## src/rtl/cumulative_seq_reorder_tracker_assert.svh

```systemverilog
// Assertion macros for the cumulative sequence reorder tracker
`ifndef CUMULATIVE_SEQ_REORDER_TRACKER_ASSERT_SVH
`define CUMULATIVE_SEQ_REORDER_TRACKER_ASSERT_SVH

`ifndef SYNTH
`define CSRT_ASSERT_SAME(label, clk, rst_n, cond, prop) \
    label: assert property (@(posedge clk) disable iff (!rst_n) (cond) |-> (prop)) \
        else $error("csrt assertion failed");
`define CSRT_ASSERT_NEXT(label, clk, rst_n, cond, prop) \
    label: assert property (@(posedge clk) disable iff (!rst_n) (cond) |=> (prop)) \
        else $error("csrt assertion failed");
`else
`define CSRT_ASSERT_SAME(label, clk, rst_n, cond, prop)
`define CSRT_ASSERT_NEXT(label, clk, rst_n, cond, prop)
`endif

`endif

```

## src/rtl/csrt_pkg.sv

```systemverilog
// Shared constants and types for the cumulative sequence reorder tracker
package csrt_pkg;

    localparam int WINDOW_SIZE = 64;
    localparam int SLOT_W      = $clog2(WINDOW_SIZE);
    localparam int SEQ_W       = 32;
    localparam int ADV_W       = 7;
    localparam int OUT_W       = 2;

    typedef enum logic [OUT_W-1:0] {
        OUT_DUPLICATE = 2'd0,
        OUT_IN_ORDER  = 2'd1,
        OUT_EARLY     = 2'd2,
        OUT_DROPPED   = 2'd3
    } outcome_t;

    typedef struct packed {
        logic shift;
        logic set;
    } cell_ctl_t;

endpackage

```

## src/rtl/cumulative_seq_reorder_tracker.sv

```systemverilog
// An accepted item goes through the evaluate and act states to the done strobe;
// an in-order item with buffered early numbers walks, one cell shift per cycle.
// The block takes no new item while busy; a new item is taken in the done cycle.
// The walk over the cell chain, one place per cycle, advances the head.
// Reset: head is zero and every window cell clears at once; no sweep is needed.
// The receiver cannot stall: the done strobe shows for exactly one cycle.
module cumulative_seq_reorder_tracker (
    input  logic                          clk,
    input  logic                          rst_n,
    input  logic                          start,
    output logic                          busy,
    input  logic [csrt_pkg::SEQ_W-1:0]    seq_number,
    output logic                          done,
    output logic [csrt_pkg::SEQ_W-1:0]    in_order_head,
    output logic [csrt_pkg::OUT_W-1:0]    outcome,
    output logic [csrt_pkg::ADV_W-1:0]    advanced_by
);
    import csrt_pkg::*;

    `include "cumulative_seq_reorder_tracker_assert.svh"

    typedef enum logic [1:0] {
        ST_IDLE,
        ST_EVAL,
        ST_ACT,
        ST_WALK
    } state_t;

    state_t               state_reg,   state_next;
    logic [SEQ_W-1:0]     head_reg,    head_next;
    logic [ADV_W-1:0]     adv_reg,     adv_next;
    outcome_t             outcome_reg, outcome_next;
    logic                 done_reg,    done_next;

    logic [SEQ_W-1:0]     seq_reg;
    logic [SLOT_W-1:0]    slot_reg,    slot_next;
    outcome_t             kind_reg,    kind_next;

    logic [SEQ_W-1:0]     seq_gap;
    logic [SEQ_W-1:0]     dist_m2;
    logic [WINDOW_SIZE-1:0] window;
    cell_ctl_t            ctl [WINDOW_SIZE];
    logic                 bit0;
    logic                 slot_bit;
    logic                 shift_en;
    logic                 set_en;

    // classify the held number against the head
    always_comb
    begin
        seq_gap   = seq_reg - head_reg;
        dist_m2   = seq_gap - SEQ_W'(2);
        slot_next = dist_m2[SLOT_W-1:0];
        priority if (seq_reg <= head_reg)
        begin
            kind_next = OUT_DUPLICATE;
        end
        else if (seq_gap == SEQ_W'(1))
        begin
            kind_next = OUT_IN_ORDER;
        end
        else if (dist_m2 < SEQ_W'(WINDOW_SIZE))
        begin
            kind_next = OUT_EARLY;
        end
        else
        begin
            kind_next = OUT_DROPPED;
        end
    end

    assign bit0     = window[0];
    assign slot_bit = window[slot_reg];
    assign shift_en = ((state_reg == ST_ACT) && (kind_reg == OUT_IN_ORDER))
                      || (state_reg == ST_WALK);
    assign set_en   = (state_reg == ST_ACT) && (kind_reg == OUT_EARLY) && !slot_bit;

    for (genvar i = 0; i < WINDOW_SIZE; i++)
    begin : g_cell
        logic right_in;

        if (i == WINDOW_SIZE - 1)
        begin : g_last
            assign right_in = 1'b0;
        end
        else
        begin : g_inner
            assign right_in = window[i+1];
        end

        assign ctl[i].shift = shift_en;
        assign ctl[i].set   = set_en && (slot_reg == SLOT_W'(i));

        csrt_cell u_cell (
            .clk      (clk),
            .rst_n    (rst_n),
            .ctl      (ctl[i]),
            .shift_in (right_in),
            .bit_out  (window[i])
        );
    end

    always_comb
    begin
        state_next   = state_reg;
        head_next    = head_reg;
        adv_next     = adv_reg;
        outcome_next = outcome_reg;
        done_next    = 1'b0;
        unique case (state_reg)
            ST_IDLE:
            begin
                if (start)
                begin
                    state_next = ST_EVAL;
                end
            end
            ST_EVAL:
            begin
                state_next = ST_ACT;
            end
            ST_ACT:
            begin
                unique case (kind_reg)
                    OUT_IN_ORDER:
                    begin
                        head_next    = head_reg + (bit0 ? SEQ_W'(2) : SEQ_W'(1));
                        adv_next     = bit0 ? ADV_W'(2) : ADV_W'(1);
                        outcome_next = OUT_IN_ORDER;
                        if (bit0)
                        begin
                            state_next = ST_WALK;
                        end
                        else
                        begin
                            state_next = ST_IDLE;
                            done_next  = 1'b1;
                        end
                    end
                    OUT_EARLY:
                    begin
                        adv_next     = '0;
                        outcome_next = slot_bit ? OUT_DUPLICATE : OUT_EARLY;
                        state_next   = ST_IDLE;
                        done_next    = 1'b1;
                    end
                    OUT_DUPLICATE, OUT_DROPPED:
                    begin
                        adv_next     = '0;
                        outcome_next = kind_reg;
                        state_next   = ST_IDLE;
                        done_next    = 1'b1;
                    end
                    default:
                    begin
                        state_next = ST_IDLE;
                    end
                endcase
            end
            ST_WALK:
            begin
                if (bit0)
                begin
                    head_next = head_reg + SEQ_W'(1);
                    adv_next  = adv_reg + ADV_W'(1);
                end
                else
                begin
                    state_next = ST_IDLE;
                    done_next  = 1'b1;
                end
            end
            default:
            begin
                state_next = ST_IDLE;
            end
        endcase
    end

    always_ff @(posedge clk or negedge rst_n)
    begin
        if (!rst_n)
        begin
            state_reg   <= ST_IDLE;
            head_reg    <= '0;
            adv_reg     <= '0;
            outcome_reg <= OUT_DUPLICATE;
            done_reg    <= 1'b0;
        end
        else
        begin
            state_reg   <= state_next;
            head_reg    <= head_next;
            adv_reg     <= adv_next;
            outcome_reg <= outcome_next;
            done_reg    <= done_next;
        end
    end

    // hold the item and its classification
    always_ff @(posedge clk)
    begin
        if ((state_reg == ST_IDLE) && start)
        begin
            seq_reg <= seq_number;
        end
        if (state_reg == ST_EVAL)
        begin
            slot_reg <= slot_next;
            kind_reg <= kind_next;
        end
    end

    assign busy          = (state_reg != ST_IDLE);
    assign done          = done_reg;
    assign in_order_head = head_reg;
    assign outcome       = outcome_reg;
    assign advanced_by   = adv_reg;

    `CSRT_ASSERT_SAME(a_done_idle, clk, rst_n, done_reg, state_reg == ST_IDLE)
    `CSRT_ASSERT_SAME(a_adv_zero, clk, rst_n, done_reg && (outcome_reg != OUT_IN_ORDER), adv_reg == '0)
    `CSRT_ASSERT_NEXT(a_head_hold, clk, rst_n, (state_reg == ST_IDLE) || (state_reg == ST_EVAL), $stable(head_reg))
    `CSRT_ASSERT_NEXT(a_done_single, clk, rst_n, done_reg, !done_reg)

endmodule

```

## src/rtl/csrt_cell.sv

```systemverilog
// One window cell: holds the early flag of one sequence number slot
module csrt_cell (
    input  logic               clk,
    input  logic               rst_n,
    input  csrt_pkg::cell_ctl_t ctl,
    input  logic               shift_in,
    output logic               bit_out
);
    import csrt_pkg::*;

    logic bit_reg;
    logic bit_next;

    always_comb
    begin
        priority if (ctl.shift)
        begin
            bit_next = shift_in;
        end
        else if (ctl.set)
        begin
            bit_next = 1'b1;
        end
        else
        begin
            bit_next = bit_reg;
        end
    end

    always_ff @(posedge clk or negedge rst_n)
    begin
        if (!rst_n)
        begin
            bit_reg <= 1'b0;
        end
        else
        begin
            bit_reg <= bit_next;
        end
    end

    assign bit_out = bit_reg;

endmodule
```

## config.mk

```make
export PLATFORM = sky130hd
export DESIGN_NAME = cumulative_seq_reorder_tracker
export DESIGN_NICKNAME = d
export VERILOG_FILES = /design/src/rtl/csrt_pkg.sv /design/src/rtl/cumulative_seq_reorder_tracker.sv /design/src/rtl/csrt_cell.sv
export VERILOG_INCLUDE_DIRS = /design/src /design/src/rtl
export SDC_FILE = /design/constraint.sdc
export NUM_CORES = 1
export LEC_CHECK = 0
export BUFFER_PORTS_ARGS = -buffer_cell sky130_fd_sc_hd__buf_2
export CORE_ASPECT_RATIO = 0.7
export CORE_MARGIN = 8
export CORE_UTILIZATION = 60
export CTS_BUF_LIST = sky130_fd_sc_hd__clkbuf_8
export CTS_CLUSTER_SIZE = 16
export DETAILED_ROUTE_END_ITERATION = 12
export PLACE_DENSITY = 0.83
export SETUP_SLACK_MARGIN = 0.2
export SYNTH_ARGS = -nofsm -noshare
export SYNTH_HDL_FRONTEND = slang
export SYNTH_SLANG_ARGS = --single-unit
```

## constraint.sdc

```tcl
create_clock -name clk -period 4.63 [get_ports clk]
set_input_delay 1.1575 -clock clk [delete_from_list [all_inputs] [get_ports clk]]
set_output_delay 1.1575 -clock clk [all_outputs]
set_load 0.01 [all_outputs]
```

# Yosys cells after proc, flatten, opt, wreduce, memory -nomap -nowiden
# Cells that the tools add are included.
# classes
mux	150
n_reduce_logical	145
order_cmp	3
eq_ne	74
addsub	5
# op_table
op	n
$eq A6 B6 Y1 const B	32
$mux W1	132
$reduce_bool A2 Y1	66
$eq A6 B5 Y1 const B	16
$logic_and A1 B1 Y1	68
$mux W32	2
$pmux W32 S2	1
$eq A6 B4 Y1 const B	8
$add A32 B1 Y32 const B	1
$add A32 B2 Y32	1
$eq A32 B1 Y1 const B	1
$le A32 B32 Y1	1
$lt A32 B7 Y1 const B	1
$sub A32 B2 Y32 const B	1
$sub A32 B32 Y32	1
$pmux W7 S2	2
$eq A6 B3 Y1 const B	4
$eq A6 B2 Y1 const B	2
$mux W2	6
$eq A2 B2 Y1 const B	4
$pmux W2 S4	1
$add A7 B1 Y7 const B	1
$lt A6 B7 Y1 const B	1
$mux W7	1
other kinds (16)	23
# word_totals
in_bits	35
out_inout_bits	43
elab_cells	450
register_bits	148

# Depth between registers and ports, before layout
# depth
ltp_word	7
depth_mapped	14
mapped_depth_nobuf	14

# Cells and area by module
# A second synthesis with hierarchy kept.
# hier_totals
hier_cells	1037
hier_area_um2	9240.1
# modules_own_cells
mod	area_per_inst_um2	seq_area_each_um2	cells_each	n_inst
cumulative_seq_reorder_tracker	6837.8	2302.2	781	1
csrt_cell	37.5	25.0	4	64

# Worst setup path after synthesis
# Ideal clock, no wire load.
# synth_path
path_kind	reg2reg
start	reg head_reg[0] (netlist: in_order_head[0])
end	reg kind_reg[0] (data pin)
path_buffers	0
required_time_ps	4361
t_arrival_ps	3418
stages_incl_launch_ff	14
setup_time_ps	269
setup_slack_ps	943
synth_period_minus_slack_ps	3687
cell_sequence	dfrtp_1 > ha_1 > inv_1 > fa_1 > a211oi_2 > o211ai_1 > a221oi_2 > xor2_1 > inv_1 > or4b_1 > nand3b_1 > o21bai_1 > a2111oi_1 > a31oi_1
# synth_between
elab_chain_cells	5
elab_cells_between_ends	7
classes_between	2 x add/sub; 2 x order compare; 1 x eq/ne; 2 x mux
# synth_lines
item	line_no	rtl
from (decl)	cumulative_seq_reorder_tracker.sv:30	logic [SEQ_W-1:0] head_reg, head_next;
from (signal assigned)	cumulative_seq_reorder_tracker.sv:193	head_reg <= head_next;
$sub A32 B32 Y32	cumulative_seq_reorder_tracker.sv:51	seq_gap = seq_reg - head_reg;
$sub A32 B2 Y32	cumulative_seq_reorder_tracker.sv:52	dist_m2 = seq_gap - SEQ_W'(2);
$lt A32 B7 Y1	cumulative_seq_reorder_tracker.sv:62	else if (dist_m2 < SEQ_W'(WINDOW_SIZE))
$mux W1	cumulative_seq_reorder_tracker.sv:62	
$mux W1	cumulative_seq_reorder_tracker.sv:58	else if (seq_gap == SEQ_W'(1))
to (signal assigned)	cumulative_seq_reorder_tracker.sv:210	kind_reg <= kind_next;
to (decl)	cumulative_seq_reorder_tracker.sv:37	outcome_t kind_reg, kind_next;
# Several ways; a longest one is shown, not always the timed one.
# A chain may end at the register's enable or synchronous reset.

# Worst setup path in the final report
# layout_path
start	reg head_reg[7] (netlist: in_order_head[7])
end	reg kind_reg[0] (data pin)
# The elaborated chain is that of the path after synthesis.

==> results.toml <==
[routing]
wl_microns = 23420
antenna_left = 0
wl_per_cell_microns = 18.41
vias_per_cell = 6.243
dr.pass1.iters = 5
drt_iter0_markers = 949
drc = 0
vias = 7941

[pwr]
irDropWorstVdd_uv = 335.0
leakage_nw = 4.200
power_density_nw_per_um2 = 501.1

[yosys]
yosys.cell_count.top_type = "nand2_1"
synth_area_leaders = "dfrtp_1, edfxtp_1, a21oi_1"
syn-num-nets = 1078
syn_area_per_cell_sq_um = 9.275
ys.flop_type = "dfrtp_1"
ys_async_sr_fraction_pct = 72.97
synth_edf_count = 40
yosysTopAreaCell = "dfrtp_1"
yosys_warnings = 0
synth_area_sq_um = 9294
ys_ff_latch = 148
ys_types = 75
ys_seq_area_share_pct = 42.00
synthTopCellsByCount = "nand2_1, dfrtp_1, a21oi_1"
synth_top_area_share_pct = 29.08
netlist_instances = 1002

[status]
outcome = "finished clean"

[layout]
drive_above_1_share_pct = 15.11
final_core_util_pct = 66.61
diodes = 0
area_delta_synth_final_pct = 9.733
final_nets = 1135
fillCellCount = 1200
instances_no_fill = 1272
largest_reg_flops = 64

[sta]
rsz0062_at_grt = "no"
period_share_pct = 89.95
fin_worst_skew_ns = 0.01504
period_needed_ns = 4.165
drv_slew = 0
hold_violations = 0
finalSetupTns_ns = 0
setup_viol = 0
relSlewSlack_pct = 29.62
max_freq_mhz = 240.1
tightest_slew_ns = 1.056

[floorplanning]
initial_core_util_pct = 60.71
core_area_sq_um = 15310
die_w_microns = 164.8
num_rows = 38
dieArea_sq_um = 19790
num_io_pins = 78
die_h_microns = 120.1

[critical_path]
start_kind = "register"
crit_chain = "inv_1 > ha_1 > a21oi_1 > o21ai_0 > a211o_1 > or3_1 > a22oi_1 > nand4_1 > nor4b_1 > o21bai_1 > a2111oi_1 > a31oi_1"
crit_path_top_delay_cell = "ha_1"
crit_type = "register to register"
critical_path_required_ns = 4.83
arrival_ns = 4.37
r2r_cells = 12
cp_max_fo = 14
end_kind = "register"
max_stage_delay_ns = 0.46

[cts]
clkTransAtPathRegs_ns = 0.08
numCtsBuffers = 17
cts_setup_buffers = 0
htreeDepth = 4
cts_hold_buf = 0
cts_tree = "yes"
clkLatencyLatePin_ns = 0.47
cts_resized = 0
root_buffer = "clkbuf_8"
cts_buffer_depth = 2
cts_sinks = 148

[placed_design]
dp_cells = 1240
port_buffers = 77
place.gp.congestion = 0.9785
dp_hpwl_microns = 17090

[grt]
antenna_found_initial = 0
track_usage_pct = 24.23
grt_max_degree = 101
grt_first_pass_wirelength_microns = 38040
grt_pass1_vias = 7378
overflow = 0

[min_path]
worstHoldPathCells = 1
hp-class = "register to register"

[run]
cap_violations = 0
per-layer routing:
layer	GRT usage, %	part of all wire [%]	vias to the layer above
met5	0	0	-
met4	7.127	1.2	0
met3	7.150	10	25
met2	32.87	41	378
met1	36.49	47	3775
li1	-	-	3763
logic make-up after synthesis:
| kind of cell | share of synthesized area [%] |
|---|---|
| multiplexers | 6.556 |
| buffers and inverters | 4.268 |
| AO/OA/AOI/OAI | 19.17 |
| XOR/XNOR | 4.806 |
| flip-flops | 42.00 |
| adder cells (fa/ha/maj) | 5.681 |
| AND/OR/NAND/NOR | 17.52 |
report_power, final:
part	total, mW	internal (mW)	switching [mW]
Sequential	2.08	1.73	0.348
Clock	1.04	0.527	0.513
Combinational	2.00	0.787	1.21
Total	5.11	3.04	2.07
through the flow:
stage          hold slack (ns)  instance area, sq um  setup slack, ns  total power [mW]
3_3_place_gp            0.4600                  9787           0.6919             3.967
4_1_cts                 0.4999                 10180           0.4989             5.079
2_1_floorplan           0.4669                  9294           0.9430             3.493
5_1_grt                 0.5184                 10200           0.2056             5.433
3_5_place_dp            0.4817                  9787           0.5519             4.029
6_report                0.4934                 10200           0.4653             5.111
cells in the final DEF (no fill, tap or decap), types with 10 or more instances in the layout:
| cell | Yosys | routed |
|---|---|---|
| a21o_1 | 16 | 16 |
| inv_1 | 48 | 49 |
| edfxtp_1 | 40 | 40 |
| a21oi_1 | 104 | 104 |
| nand2b_1 | 10 | 10 |
| o21ai_1 | 62 | 62 |
| dfrtp_1 | 108 | 108 |
| buf_2 | 10 | 76 |
| nand4_1 | 18 | 18 |
| nor3_1 | 28 | 28 |
| and3_1 | 11 | 11 |
| ha_1 | 39 | 39 |
| mux4_2 | 21 | 21 |
| nand2_1 | 135 | 135 |
| xnor2_1 | 42 | 42 |
| clkbuf_8 | 0 | 17 |
| nor2_1 | 60 | 59 |
| nand3_1 | 20 | 20 |
| o21ai_0 | 33 | 33 |
critical path: cells and delay by family, from the launching register on:
| family | cells | cell delay (ns) |
|---|---|---|
| adder cells (fa/ha/maj) | 1 | 0.46 |
| AO/OA/AOI/OAI | 7 | 1.91 |
| AND/OR/NAND/NOR | 3 | 1.00 |
| buffers and inverters | 1 | 0.07 |
| flip-flops | 1 | 0.43 |
final timing paths:
path | startpoint | endpoint | slack [ns]
setup / recovery | in_order_head[7] | kind_reg[0] | 0.47
hold / removal | in_order_head[21] | in_order_head[21] | 0.49
setup reg to reg | in_order_head[7] | kind_reg[0] | 0.47
hold reg to reg | in_order_head[21] | in_order_head[21] | 0.49
max in group asynchronous | rst_n | in_order_head[11] | 2.96
min in group asynchronous | rst_n | g_cell[61].u_cell.bit_out | 0.82
final cells by class:
class | count | area [sq um] | share of cell area [%]
timing repair buffer | 84 | 440.4 | 4.318
tap | 200 | 250.2 | 2.454
clock buffer | 17 | 234.0 | 2.294
inverter | 49 | 183.9 | 1.803
clock inverter | 15 | 163.9 | 1.607
multi-input combinational | 759 | 5022 | 49.25
sequential | 148 | 3904 | 38.28
(Power assumes the default switching activity.)
